==> src/hw/rtl/packbits_segment_decoder_macros.svh <==
// Assertion macros for the PackBits segment decoder.
`ifndef PACKBITS_SEGMENT_DECODER_MACROS_SVH
`define PACKBITS_SEGMENT_DECODER_MACROS_SVH

// Check that cons holds in the same cycle as ante.
`define PSD_ASSERT_IMP(label, clk, rst, ante, cons) \
  label: assert property (@(posedge clk) disable iff (rst) (ante) |-> (cons)) \
    else $error("psd: same-cycle check failed");

// Check that cons holds in the cycle after ante.
`define PSD_ASSERT_NXT(label, clk, rst, ante, cons) \
  label: assert property (@(posedge clk) disable iff (rst) (ante) |=> (cons)) \
    else $error("psd: next-cycle check failed");

`endif

==> src/hw/rtl/psd_pkg.sv <==
// Shared types and constants of the PackBits segment decoder.
package psd_pkg;

  localparam int MAX_RUN = 128;
  localparam int KEEP_W = $clog2(MAX_RUN + 1);

  localparam logic [7:0] HDR_NOP = 8'd128;
  localparam logic [8:0] REPEAT_BASE = 9'd257;

  localparam logic [1:0] CNT_NONE = 2'd0;
  localparam logic [1:0] CNT_ONE = 2'd1;
  localparam logic [1:0] CNT_TWO = 2'd2;

  typedef enum logic [1:0] {
    PH_HEADER,
    PH_LITERAL,
    PH_REPEAT
  } phase_t;

  typedef enum logic [1:0] {
    ST_IDLE,
    ST_EMIT,
    ST_STATUS
  } state_t;

  typedef struct packed {
    logic [7:0] in_byte;
    logic       segment_start;
    logic       segment_end;
  } in_item_t;

  typedef struct packed {
    logic [7:0] byte_first;
    logic [7:0] byte_second;
    logic [1:0] byte_count;
    logic       last_of_run;
    logic       segment_done;
    logic       length_error;
  } out_item_t;

  typedef struct packed {
    logic accept;
    logic emit;
    logic status;
  } ctrl_cmd_t;

  typedef struct packed {
    logic slot_free;
    logic start_emit;
    logic start_end;
    logic emit_last;
  } dp_status_t;

endpackage

==> src/hw/rtl/psd_if.sv <==
// Channel interfaces of the PackBits segment decoder.
interface psd_in_if import psd_pkg::*; ();
  logic     valid;
  logic     ready;
  in_item_t payload;

  modport source (output valid, output payload, input ready);
  modport sink (input valid, input payload, output ready);
endinterface

interface psd_out_if import psd_pkg::*; ();
  logic      valid;
  logic      ready;
  out_item_t payload;

  modport source (output valid, output payload, input ready);
  modport sink (input valid, input payload, output ready);
endinterface

interface psd_cfg_if import psd_pkg::*; ();
  logic        valid;
  logic        ready;
  logic [31:0] data;

  modport source (output valid, output data, input ready);
  modport sink (input valid, input data, output ready);
endinterface

==> src/hw/rtl/psd_ctrl.sv <==
// Sequencing state machine of the PackBits segment decoder.
module psd_ctrl import psd_pkg::*; (
  input  logic       clk,
  input  logic       rst,
  input  logic       in_valid,
  input  dp_status_t status,
  output logic       in_ready,
  output ctrl_cmd_t  cmd
);

  state_t state;
  state_t state_next;

  always_ff @(posedge clk) begin
    if (rst) begin
      state <= ST_IDLE;
    end else begin
      state <= state_next;
    end
  end

  always_comb begin
    state_next = state;
    case (state)
      ST_IDLE: begin
        if (in_valid) begin
          if (status.start_emit) begin
            state_next = ST_EMIT;
          end else if (status.start_end) begin
            state_next = ST_STATUS;
          end
        end
      end
      ST_EMIT: begin
        if (status.slot_free && status.emit_last) begin
          state_next = ST_IDLE;
        end
      end
      ST_STATUS: begin
        if (status.slot_free) begin
          state_next = ST_IDLE;
        end
      end
      default: state_next = ST_IDLE;
    endcase
  end

  always_comb begin
    in_ready = 1'b0;
    cmd = '0;
    case (state)
      ST_IDLE: begin
        in_ready = 1'b1;
        cmd.accept = in_valid;
      end
      ST_EMIT: cmd.emit = status.slot_free;
      ST_STATUS: cmd.status = status.slot_free;
      default: cmd = '0;
    endcase
  end

endmodule

==> src/hw/rtl/psd_datapath.sv <==
// Decoder state, run counters, length check and result register.
module psd_datapath import psd_pkg::*; (
  input  logic        clk,
  input  logic        rst,
  input  ctrl_cmd_t   cmd,
  input  in_item_t    in_item,
  input  logic        cfg_write,
  input  logic [31:0] cfg_data,
  input  logic        out_ready,
  output logic        out_valid,
  output out_item_t   out_item,
  output dp_status_t  status
);

  logic [31:0]       target_len;
  phase_t            phase;
  logic [7:0]        literal_left;
  logic [7:0]        repeat_len;
  logic [31:0]       produced_count;
  logic              overrun_seen;
  logic [KEEP_W-1:0] keep;
  logic [7:0]        hold_byte;
  logic              hold_end;

  phase_t            base_phase;
  logic [7:0]        base_ll;
  logic [7:0]        base_rl;
  logic [31:0]       base_prod;
  logic              base_ovr;
  logic [7:0]        run_len;
  logic [31:0]       room;
  logic              short_room;
  logic [KEEP_W-1:0] keep_acc;
  phase_t            phase_next;
  logic [7:0]        ll_next;
  logic [7:0]        rl_next;
  logic [7:0]        ll_dec;

  logic [1:0]        emit_cnt;
  logic [31:0]       prod_emit;
  logic              slot_free;

  assign slot_free = !out_valid || out_ready;

  always_comb begin
    base_phase = in_item.segment_start ? PH_HEADER : phase;
    base_ll = in_item.segment_start ? 8'd0 : literal_left;
    base_rl = in_item.segment_start ? 8'd0 : repeat_len;
    base_prod = in_item.segment_start ? 32'd0 : produced_count;
    base_ovr = in_item.segment_start ? 1'b0 : overrun_seen;
    ll_dec = base_ll - 8'd1;

    run_len = 8'd0;
    phase_next = base_phase;
    ll_next = base_ll;
    rl_next = base_rl;
    case (base_phase)
      PH_LITERAL: begin
        run_len = 8'd1;
        ll_next = ll_dec;
        if (ll_dec == 8'd0) begin
          phase_next = PH_HEADER;
        end
      end
      PH_REPEAT: begin
        run_len = base_rl;
        rl_next = 8'd0;
        phase_next = PH_HEADER;
      end
      default: begin
        phase_next = PH_HEADER;
        if (in_item.in_byte > HDR_NOP) begin
          rl_next = 8'(REPEAT_BASE - {1'b0, in_item.in_byte});
          phase_next = PH_REPEAT;
        end else if (in_item.in_byte < HDR_NOP) begin
          ll_next = in_item.in_byte + 8'd1;
          phase_next = PH_LITERAL;
        end
      end
    endcase

    room = target_len - base_prod;
    short_room = room < {24'd0, run_len};
    keep_acc = short_room ? KEEP_W'(room) : KEEP_W'(run_len);
  end

  always_comb begin
    emit_cnt = (keep >= KEEP_W'(2)) ? CNT_TWO : CNT_ONE;
    prod_emit = produced_count + {30'd0, emit_cnt};
  end

  always_comb begin
    status.slot_free = slot_free;
    status.start_emit = keep_acc != '0;
    status.start_end = in_item.segment_end;
    status.emit_last = keep <= KEEP_W'(2);
  end

  always_ff @(posedge clk) begin
    if (rst) begin
      target_len <= 32'd0;
    end else if (cfg_write) begin
      target_len <= cfg_data;
    end
  end

  always_ff @(posedge clk) begin
    if (rst) begin
      phase <= PH_HEADER;
      literal_left <= 8'd0;
      repeat_len <= 8'd0;
      produced_count <= 32'd0;
      overrun_seen <= 1'b0;
      keep <= '0;
      hold_end <= 1'b0;
    end else if (cmd.accept) begin
      phase <= in_item.segment_end ? PH_HEADER : phase_next;
      literal_left <= in_item.segment_end ? 8'd0 : ll_next;
      repeat_len <= in_item.segment_end ? 8'd0 : rl_next;
      produced_count <= base_prod;
      overrun_seen <= base_ovr | short_room;
      keep <= keep_acc;
      hold_end <= in_item.segment_end;
    end else if (cmd.emit) begin
      keep <= keep - KEEP_W'(emit_cnt);
      if (status.emit_last && hold_end) begin
        produced_count <= 32'd0;
        overrun_seen <= 1'b0;
      end else begin
        produced_count <= prod_emit;
      end
    end else if (cmd.status) begin
      produced_count <= 32'd0;
      overrun_seen <= 1'b0;
    end
  end

  always_ff @(posedge clk) begin
    if (cmd.accept) begin
      hold_byte <= in_item.in_byte;
    end
  end

  always_ff @(posedge clk) begin
    if (rst) begin
      out_valid <= 1'b0;
    end else if (cmd.emit || cmd.status) begin
      out_valid <= 1'b1;
    end else if (out_ready) begin
      out_valid <= 1'b0;
    end
  end

  always_ff @(posedge clk) begin
    if (cmd.emit) begin
      out_item.byte_first <= hold_byte;
      out_item.byte_second <= (emit_cnt == CNT_TWO) ? hold_byte : 8'd0;
      out_item.byte_count <= emit_cnt;
      out_item.last_of_run <= status.emit_last;
      if (status.emit_last && hold_end) begin
        out_item.segment_done <= 1'b1;
        out_item.length_error <= overrun_seen || (prod_emit != target_len);
      end else begin
        out_item.segment_done <= prod_emit == target_len;
        out_item.length_error <= overrun_seen;
      end
    end else if (cmd.status) begin
      out_item.byte_first <= 8'd0;
      out_item.byte_second <= 8'd0;
      out_item.byte_count <= CNT_NONE;
      out_item.last_of_run <= 1'b1;
      out_item.segment_done <= 1'b1;
      out_item.length_error <= overrun_seen || (produced_count != target_len);
    end
  end

endmodule

==> src/hw/rtl/packbits_segment_decoder.sv <==
// Top level of the PackBits segment decoder.
// The first result of an item, or the status result of an item that keeps no bytes and
// carries segment_end, is registered in EMIT or STATUS, which wait for a free result slot.
// Only IDLE takes an item; an item with segment_end that keeps no bytes passes STATUS,
// and a data byte that keeps bytes passes EMIT, up to two of them per result.
// Reset (rst, synchronous): clears decoder state, the length register and the result slot.
module packbits_segment_decoder import psd_pkg::*; (
  input logic     clk,
  input logic     rst,
  psd_in_if.sink  enc,
  psd_out_if.source dec,
  psd_cfg_if.sink cfg
);

  ctrl_cmd_t  cmd;
  dp_status_t st;
  logic       in_ready;

  assign enc.ready = in_ready;
  assign cfg.ready = 1'b1;

  psd_ctrl u_ctrl (
    .clk      (clk),
    .rst      (rst),
    .in_valid (enc.valid),
    .status   (st),
    .in_ready (in_ready),
    .cmd      (cmd)
  );

  psd_datapath u_datapath (
    .clk       (clk),
    .rst       (rst),
    .cmd       (cmd),
    .in_item   (enc.payload),
    .cfg_write (cfg.valid),
    .cfg_data  (cfg.data),
    .out_ready (dec.ready),
    .out_valid (dec.valid),
    .out_item  (dec.payload),
    .status    (st)
  );

`include "packbits_segment_decoder_macros.svh"

  `PSD_ASSERT_NXT(a_busy_after_run, clk, rst, enc.valid && enc.ready && (st.start_emit || st.start_end), !enc.ready)
  `PSD_ASSERT_IMP(a_status_only_final, clk, rst, dec.valid && dec.payload.byte_count == CNT_NONE, dec.payload.segment_done && dec.payload.last_of_run)
  `PSD_ASSERT_IMP(a_second_zero, clk, rst, dec.valid && dec.payload.byte_count != CNT_TWO, dec.payload.byte_second == 8'd0)

endmodule

==> src/flat_wrapper.sv <==
// flat-port wrapper written by rule: the top's interface ports become plain ports
module packbits_segment_decoder_flat import psd_pkg::*;
  (clk, rst, enc_valid, enc_payload, enc_ready, dec_valid, dec_payload, dec_ready, cfg_valid, cfg_data, cfg_ready);
  psd_in_if enc_i ();
  psd_out_if dec_i ();
  psd_cfg_if cfg_i ();
  input logic clk;
  input logic rst;
  input wire logic [$bits(enc_i.valid)-1:0] enc_valid;
  input wire logic [$bits(enc_i.payload)-1:0] enc_payload;
  output wire logic [$bits(enc_i.ready)-1:0] enc_ready;
  output wire logic [$bits(dec_i.valid)-1:0] dec_valid;
  output wire logic [$bits(dec_i.payload)-1:0] dec_payload;
  input wire logic [$bits(dec_i.ready)-1:0] dec_ready;
  input wire logic [$bits(cfg_i.valid)-1:0] cfg_valid;
  input wire logic [$bits(cfg_i.data)-1:0] cfg_data;
  output wire logic [$bits(cfg_i.ready)-1:0] cfg_ready;
  assign enc_i.valid = enc_valid;
  assign enc_i.payload = enc_payload;
  assign enc_ready = enc_i.ready;
  assign dec_valid = dec_i.valid;
  assign dec_payload = dec_i.payload;
  assign dec_i.ready = dec_ready;
  assign cfg_i.valid = cfg_valid;
  assign cfg_i.data = cfg_data;
  assign cfg_ready = cfg_i.ready;
  packbits_segment_decoder u_core (.clk(clk), .rst(rst), .enc(enc_i), .dec(dec_i), .cfg(cfg_i));
endmodule
==> config.mk <==
export PLATFORM = sky130hd
export DESIGN_NAME = packbits_segment_decoder_flat
export DESIGN_NICKNAME = d
export VERILOG_FILES = /design/src/hw/rtl/psd_pkg.sv /design/src/hw/rtl/psd_if.sv /design/src/hw/rtl/psd_ctrl.sv /design/src/hw/rtl/psd_datapath.sv /design/src/hw/rtl/packbits_segment_decoder.sv /design/src/flat_wrapper.sv
export VERILOG_INCLUDE_DIRS = /design/src /design/src/hw/rtl
export SDC_FILE = /design/constraint.sdc
export NUM_CORES = 1
export LEC_CHECK = 0
export BUFFER_PORTS_ARGS = -buffer_cell sky130_fd_sc_hd__buf_2
export CAP_MARGIN = 25
export CORE_AREA = 8 8 163 165
export DETAILED_ROUTE_END_ITERATION = 8
export DIE_AREA = 0 0 171 173
export PLACE_DENSITY = 0.55
export SLEW_MARGIN = 5
export SYNTH_ARGS = -nofsm -noshare
export SYNTH_HDL_FRONTEND = slang
export SYNTH_SLANG_ARGS = --single-unit
==> constraint.sdc <==
create_clock -name clk -period 8 [get_ports clk]
set_clock_uncertainty 0.2 [all_clocks]
set_input_delay 1.2 -clock clk [delete_from_list [all_inputs] [get_ports clk]]
set_output_delay 1.2 -clock clk [all_outputs]
set_load 0.01 [all_outputs]
After elaboration in Yosys (flattened, before gate mapping) --
Index checks and enable logic that the tools add are counted.
Storage, ports and cells: logic and storage cells 104, bits of input ports 47, bits in registers 124
Operators by class: add/subtract/negate cells 6, equal/unequal tests 13, mux-type cells 46, reduce and logical (&&, ||, !) cells 16, bitwise logic cells 1, magnitude comparators 5
Operators with widths (number):
- 2-to-1 mux 32 bit | 5
- 2-to-1 mux 8 bit | 11
- != test 32 bit | 2
- one-hot mux 8 bit (2 select lines) | 3
- 2-to-1 mux 21 bit | 2
- adder 32 x 2 -> 32 bit | 1
- == test 32 bit | 1
- less-than comparator 32 x 8 -> 1 bit | 1
- subtractor 32 bit | 1
- 2-to-1 mux 2 bit | 11
- 2-to-1 mux 1 bit | 12
- adder 8 x 1 -> 8 bit, second input constant | 1
- >= comparator 8 x 2 -> 1 bit, second input constant | 1
- > comparator 8 bit, second input constant | 1
- less-or-equal comparator 8 x 2 -> 1 bit, second input constant | 1
- logical NOT 8 bit | 1
- less-than comparator 8 bit, second input constant | 1
- nonzero test 8 bit | 1
- subtractor 1 x 8 -> 8 bit, first input constant | 1
- subtractor 8 x 1 -> 8 bit, second input constant | 1
- subtractor 8 x 2 -> 8 bit | 1
- == test 2 bit, second input constant | 3
- != test 2 bit, second input constant | 3
- one-hot mux 2 bit (3 select lines) | 1
- other kinds (13) | 20

Logic depth before layout (Yosys ltp) --
Gate-level depths: netlist (run 1).
word-level depth 9, gate-level depth with buffers 22, depth with buffers taken out 18

Modules after synthesis --
Synthesis (run 1) repeated with hierarchy kept, for this count alone.
Second synthesis, totals: cells, all modules 1193, area, all modules 9437.8 sq um
Modules (own cells, without submodules):
- psd_datapath | cells each 1178, sequential area each 2732.6 sq um, times used 1, area each 9316.4 sq um
- psd_ctrl | cells each 13, sequential area each 40.0 sq um, times used 1, area each 110.1 sq um
- packbits_segment_decoder | cells each 2, sequential area each 0.0 sq um, times used 1, area each 11.3 sq um

Worst setup path after synthesis (run 1) --
No wires, ideal clock.
kind input-to-reg, from input enc_payload[1], to register u_core.u_datapath.keep[5], data required time 7.714 ns, setup time 0.086 ns, buffers on the path 3, stages on the path 20, slack 1.199 ns, data arrival time 6.516 ns, path through clkbuf_1 > clkbuf_1 > clkbuf_1 > nand2b_1 > ha_1 > a21o_1 > or3_1 > o21ai_0 > xnor2_1 > ha_1 > nand4_1 > nor2_1 > or4_1 > nor4_1 > nand4_1 > or4_1 > or4_4 > nor4_4 > mux2_2 > a211oi_1
On the way: longest elaborated chain between the ends 6, elaborated cells between the ends (all ways) 10, those cells by class 1 x add/sub; 1 x order compare; 2 x eq/ne; 6 x mux
Ends and longest elaborated chain:
- start: declaration | line flat_wrapper.sv:10 | input wire logic [$bits(enc_i.payload)-1:0] enc_payload;
- parallel branches: the longest is 4 deep, another holds subtractor 32 bit
- 2-to-1 mux 8 bit (*) | line psd_datapath.sv:84 | keep_acc = short_room ? KEEP_W'(room) : KEEP_W'(run_len);
- 2-to-1 mux 8 bit (*) | line psd_datapath.sv:116 | end else if (cmd.accept) begin
- end signal: assignment | line psd_datapath.sv:122 | keep <= keep_acc;
- end signal: assignment | line psd_datapath.sv:125 | keep <= keep - KEEP_W'(emit_cnt);
- end: declaration | line psd_datapath.sv:21 | logic [KEEP_W-1:0] keep;
Mark *: on every way between the ends. A chain may end at the register's enable or synchronous reset.

Worst setup path after layout (run 1) --
from register u_core.u_datapath.keep[3], to register u_core.u_datapath.out_item[0] (netlist bit) (data pin)
On the way: longest elaborated chain between the ends 7, elaborated cells between the ends (all ways) 9, those cells by class 1 x add/sub; 2 x order compare; 1 x eq/ne; 3 x mux; 2 x reduce/logical
Ends and longest elaborated chain:
- >= comparator 8 x 2 -> 1 bit | line psd_datapath.sv:88 | emit_cnt = (keep >= KEEP_W'(2)) ? CNT_TWO : CNT_ONE;
- 2-to-1 mux 2 bit | line psd_datapath.sv:88
- via u_core.u_datapath.emit_cnt[0] | line psd_datapath.sv:39 | logic [1:0] emit_cnt;
- adder 32 x 2 -> 32 bit | line psd_datapath.sv:89 | prod_emit = produced_count + {30'd0, emit_cnt};
- != test 32 bit | line psd_datapath.sv:162 | out_item.length_error <= overrun_seen || (prod_emit != target_len);
- logical OR 1 bit | line psd_datapath.sv:162
- 2-to-1 mux 2 bit | line psd_datapath.sv:160 | if (status.emit_last && hold_end) begin
- 2-to-1 mux 21 bit | line psd_datapath.sv:155 | if (cmd.emit) begin
- end: declaration | line psd_datapath.sv:11 | output out_item_t out_item,
The timed path passes the listed nets, and every way through them passes these cells.

==> flow_summary.ini, run 1 <==
[sta]
period_share_pct = 85.1
finalHoldViolCount = 0
period_minus_slack_ps = 6810
setup-violations-final = 0
slew_headroom_pct = 18.4
holdWs_ps = 290
rsz0062_at_grt = false
setup-tns-final_ps = 0
worst_pin_slew_ps = 1190
maxSlewViolCount = 0
fmax_mhz = 147

[status]
status = completed

[synth]
yosysSeqAreaShare_pct = 28.8
synth-edff-count = 29
synth_top_cell_by_area = dfxtp_1
synth_fp_nets = 1329
synth.distinct_cells = 76
synth_ff_type = dfxtp_1
synth.avg_cell_area_um2 = 7.83
yosys.area.top_type_share_pct = 19.8
ys_seq_elements = 124
synth.area.top_cells = dfxtp_1, edfxtp_1, ha_1
async_flop_share_pct = 0
syn_area_um2 = 9630
yosys_warnings = 0
syn_inst = 1229

[global_routing]
grtUsageTotal_pct = 20.7
antenna_found_initial = 0
grt_max_degree = 67
grt_pass1_wl_mm = 49.0
grt-ovfl-total = 0
first_global_vias = 8642

[critical_path]
path_common_cell = and3_1
crit_path_start_kind = register
worstPathBufferInverterCount = 1
arrival_ps = 6790
crit_family = simple AND/OR/NAND/NOR gates
r2r_slack_ps = 1190
crit_required_ps = 7980
slowest_delay_ps = 950
r2r-end = u_core.u_datapath.out_item[0]$_DFFE_PP_
reg2regPathDepth = 16
cp-startpoint = u_core.u_datapath.keep[3]$_SDFFE_PP0P_
critPathSlowestCell = a2111oi_0
cp_max_fo = 12
worst_setup_path_end_kind = register
r2r-start = u_core.u_datapath.keep[3]$_SDFFE_PP0P_
crit_chain = or4_1 -> or3_1 -> or2_2 -> inv_1 -> ha_1 -> fa_1 -> and3_1 -> nand4_1 -> nor3_1 -> and3_1 -> xnor2_1 -> a2111oi_0 -> nand3_1 -> nor4_1 -> o21ai_0 -> a211o_1
crit_type = register to register

[detailed_routing]
viasPerCell = 5.83
drc = 0
route.met3.wl_mm = 1.82
first_pass_iters = 6
antenna_left = 0
met2_wirelength_mm = 13.3
wl_met1_mm = 15.1
num_vias = 9340
top_layer = met4
wirelength_mm = 30.7
first_iter_violations = 800
wl_per_cell_um = 19.2

[die]
start_util_pct = 40.2
num_rows = 57
die_x_um = 171
core_region_area_um2 = 24000
dieArea_um2 = 29600
die_h_um = 173
io_pins = 71

[clock_network]
postCtsSetupRepairBufs = 0
insertion_delay_ps = 430
htree_levels = 4
tritoncts = built
cts_buffers = 17
cts_sinks = 124
post_cts.resized_instances = 0
clk_pin_slew_worst_paths_ps = 70
root_buffer = clkbuf_16
clk_path_buf_depth = 2
postCtsHoldBufs = 0

[placed_design]
portBuffers = 69
hpwl_mm = 23.6
gp_congestion = 0.885
placed_area_um2 = 10200

[power_and_ir_drop]
ir_worst_vdd_mv = 0.0838
power_density_nw_per_um2 = 175
p_leak_nw = 4.21

[cells_and_area]
design_area_um2 = 10800
drive_gt1_share_pct = 10.7
final_common_cell = nor2_1
area_growth_pct = 12.6
nNetsFinal = 1365
nFillCells = 2528
antennaDiodeCount = 0
mostFrequentLayoutCells = nor2_1, a21oi_1, nand2_1, dfxtp_1, o21ai_0

[flow_run]
maxCapViolCount = 0

[min_path]
hold_path_depth = 2
hold_path.class = register to register
whs_endpoint = u_core.u_datapath.overrun_seen$_SDFFE_PP0P_
min-delay-start = u_core.u_datapath.overrun_seen$_SDFFE_PP0P_
synth_stat cells, types with 29 or more instances:
master / n
nand2b_1: 49
nor3_1: 37
a21oi_1: 98
xor2_1: 32
inv_1: 32
mux2i_1: 37
clkbuf_1: 53
nand4_1: 31
nand2_1: 95
nor2_1: 153
ha_1: 50
o21ai_0: 75
xnor2_1: 53
edfxtp_1: 29
dfxtp_1: 95
metrics by stage:
| stage | util [%] | cells | total power [mW] | setup slack [ps] |
|---|---|---|---|---|
| finish | 45.2 | 1602 | 1.90 | 1190 |
| global route | 45.2 | 1602 | 1.98 | 890 |
| CTS | 45.2 | 1601 | 1.90 | 1260 |
| detailed placement | 42.7 | 1569 | 1.10 | 812 |
| global placement | 42.6 | 1568 | 1.10 | 992 |
| floorplan | - | 1229 | 0.985 | 1200 |
layer usage:
layer | global-route usage (%) | up-vias
met1 | 30.7 | 4424
met3 | 3.35 | 38
met5 | 0 | -
met4 | 5.07 | 0
met2 | 30.5 | 317
li1 | - | 4561
area by class of cell:
class,count,area [µm²],share of cell area (%)
multi-input combinational,1009,6490,59.9
sequential,124,2770,25.6
timing repair buffer,81,448,4.13
clock buffer,17,425,3.93
tap,324,405,3.74
clock inverter,15,170,1.57
inverter,32,120,1.11
worst register-to-register path, stage by stage (launching register included):
cell and delay, ps:
dfxtp_1 350, or4_1 570, or3_1 350, or2_2 440
inv_1 300, ha_1 260, fa_1 320, and3_1 300
nand4_1 280, nor3_1 770, and3_1 300, xnor2_1 70
a2111oi_0 950, nand3_1 150, nor4_1 410, o21ai_0 250
a211o_1 310
sequential cells by signal, indices dropped and copies added (netlist names):
register,flops
u_core.u_ctrl.state,2
u_core.u_datapath.hold_byte,8
u_core.u_datapath.hold_end,1
u_core.u_datapath.keep,8
u_core.u_datapath.literal_left,8
u_core.u_datapath.out_item,21
u_core.u_datapath.out_valid,1
u_core.u_datapath.overrun_seen,1
u_core.u_datapath.phase,2
u_core.u_datapath.produced_count,32
u_core.u_datapath.repeat_len,8
u_core.u_datapath.target_len,32
power by group:
part / switching, mW / internal, mW / total [mW]
clock: 0.353 / 0.446 / 0.799
sequential: 0.0208 / 0.659 / 0.680
combinational: 0.256 / 0.161 / 0.416
total: 0.630 / 1.27 / 1.90
worst max path at each step:
stage | to | slack (ps) | cells past startpoint
detailed placement | u_core.u_datapath.keep[6]$_SDFFE_PP0P_ | 810 | 20
global route | u_core.u_datapath.keep[2]$_SDFFE_PP0P_ | 890 | 19
floorplan | u_core.u_datapath.keep[5]$_SDFFE_PP0P_ | 1200 | 20
global placement | u_core.u_datapath.keep[6]$_SDFFE_PP0P_ | 990 | 20
finish | u_core.u_datapath.out_item[0]$_DFFE_PP_ | 1190 | 16
CTS | u_core.u_datapath.keep[6]$_SDFFE_PP0P_ | 1260 | 20
kinds of logic (layout without fill, tap and decap cells):
logic type      after synthesis  count (layout)  share of synthesized area, %
simple gates                521             521                          27.5
compound gates              307             307                          20.5
flops                       124             124                          28.8
buf+inv                      96             145                          3.85
xor+xnor                     85              85                          7.73
fa+ha+maj                    53              53                          7.12
mux                          42              42                          4.43
other cells                   1               1                        0.0389
Note: power is estimated with default switching activity, not from simulation.
==> inputs of run 2 (changes only) <==
- CORE_AREA: 8 8 163 165 -> 8 8 173 175
- DIE_AREA: 0 0 171 173 -> 0 0 181 183
- PLACE_DENSITY: 0.55 -> 0.5
==> flow_summary.ini, run 2 (same netlist as run 1, synthesis figures left out) <==
[clock_network]
postCtsSetupRepairBufs = 0
htree_levels = 4
tritoncts = built
insertion_delay_ps = 430
clk_pin_slew_worst_paths_ps = 70
root_buffer = clkbuf_16
cts_buffers = 17
postCtsHoldBufs = 0
clk_path_buf_depth = 2
cts_sinks = 124
post_cts.resized_instances = 0

[placed_design]
portBuffers = 69
gp_congestion = 0.871
hpwl_mm = 23.7
dp_slack_ps = 891

[power_and_ir_drop]
p_leak_nw = 4.23
ir_worst_vdd_mv = 0.0814
combPwrFrac_pct = 21.8
p_int_mw = 1.29
swShare_pct = 32.5
p_seq_share_pct = 35.5
power_density_nw_per_um2 = 176
switching_power_mw = 0.622
clkPwrFrac_pct = 42.6

[sta]
period_share_pct = 83.9
rsz0062_at_grt = false
finalHoldViolCount = 0
worst_pin_slew_ps = 946
period_minus_slack_ps = 6720
setup-violations-final = 0
maxSlewViolCount = 0
slew_headroom_pct = 36.1
holdWs_ps = 280
fmax_mhz = 149
fin_ws_ps = 1280
setup-tns-final_ps = 0

[detailed_routing]
wirelength_mm = 31.4
antenna_left = 0
first_pass_iters = 5
wl_per_cell_um = 19.3
viasPerCell = 5.66
drc = 0
first_iter_violations = 778
num_vias = 9211

[global_routing]
busiest_layer = met2
globalRouteMet2Util_pct = 30.4
use_met1_pct = 25.4
grt_use_met3_pct = 3.21
antenna_found_initial = 2
first_global_vias = 8858
grt-ovfl-total = 0
grtUsageTotal_pct = 18.8
grt_max_degree = 62
grt_pass1_wl_mm = 49.9

[cells_and_area]
mostFrequentLayoutCells = nor2_1, a21oi_1, nand2_1, dfxtp_1, o21ai_0
area_growth_pct = 13.0
multiInputGateArea_um2 = 6490
nFillCells = 2921
reg_top3 = u_core.u_datapath.produced_count x32, u_core.u_datapath.target_len x32, u_core.u_datapath.out_item x21
drive_gt1_share_pct = 10.9
nNetsFinal = 1368
final_common_cell = nor2_1
seq_area_um2 = 2770
antennaDiodeCount = 0

[flow_run]
maxCapViolCount = 0

[critical_path]
slowest_delay_ps = 630
cp_max_fo = 41
crit_required_ps = 8120
path_common_cell = buf_4
crit_path_start_kind = input pin
worst_setup_path_end_kind = register
arrival_ps = 6830
critPathSlowestCell = nor4_4
crit_type = input pin to register
crit_chain = buf_2 -> buf_4 -> nor2b_1 -> ha_1 -> buf_4 -> nor3b_1 -> buf_4 -> nand2_1 -> ha_1 -> a21oi_1 -> nor2_1 -> or4_1 -> nor4_1 -> nand4_1 -> or4_1 -> or4_4 -> nor4_4 -> buf_4 -> nor3_1 -> a311o_1

[die]
core_region_area_um2 = 27300
io_pins = 71
die_h_um = 183
die_x_um = 181
num_rows = 61
start_util_pct = 35.2
dieArea_um2 = 33100

[min_path]
hold_path.class = register to register

[status]
status = completed
[run 2: power groups by stage]
stage	registers (mW)	clock network [mW]	logic, mW
finish	0.680	0.816	0.417
global route	0.682	0.859	0.461
global placement	0.694	0	0.413
detailed placement	0.694	0	0.412
CTS	0.680	0.829	0.414
floorplan	0.688	0	0.297
[run 2: worst max-delay path, delay by kind of cell]
family	cells	cell delay, ps
AND/OR/NAND/NOR	11	3180
AO/OA/AOI/OAI	2	460
adder cells (fa/ha/maj)	2	630
buffers and inverters	5	1320
[run 2: final timing paths]
check	startpoint	to	cells after the start	slack [ps]
worst max-delay path	enc_payload[1]	u_core.u_datapath.keep[2]$_SDFFE_PP0P_	20	1280
worst max register to register	u_core.u_datapath.keep[3]$_SDFFE_PP0P_	u_core.u_datapath.out_item[0]$_DFFE_PP_	16	1780
worst min-delay path	u_core.u_datapath.overrun_seen$_SDFFE_PP0P_	u_core.u_datapath.overrun_seen$_SDFFE_PP0P_	2	280
worst min register to register	u_core.u_datapath.overrun_seen$_SDFFE_PP0P_	u_core.u_datapath.overrun_seen$_SDFFE_PP0P_	2	280
[run 2: per-stage QoR]
step                cell area (µm²)  cells  util (%)  power [mW]
floorplan                      9630   1229         -       0.985
global placement              10300   1595      37.6        1.11
global route                  10900   1627      39.8        2.00
CTS                           10900   1627      39.8        1.92
detailed placement            10300   1595      37.6        1.11
finish                        10900   1627      39.8        1.91
[run 2: area by class of cell]
type	instances	share of cell area (%)
Clock buffer	17	3.91
Clock inverter	15	1.61
Inverter	32	1.10
Multi-Input combinational cell	1009	59.7
Sequential cell	124	25.5
Tap cell	346	3.98
Timing Repair Buffer	84	4.23
[run 2: layer usage]
| metal | wire (µm) | vias to the layer above | share of wire (%) |
|---|---|---|---|
| met5 | 0 | - | 0 |
| met4 | 558 | 0 | 1.8 |
| met3 | 1400 | 35 | 4.5 |
| met2 | 14300 | 204 | 46 |
| met1 | 15100 | 4434 | 48 |
| li1 | - | 4538 | - |
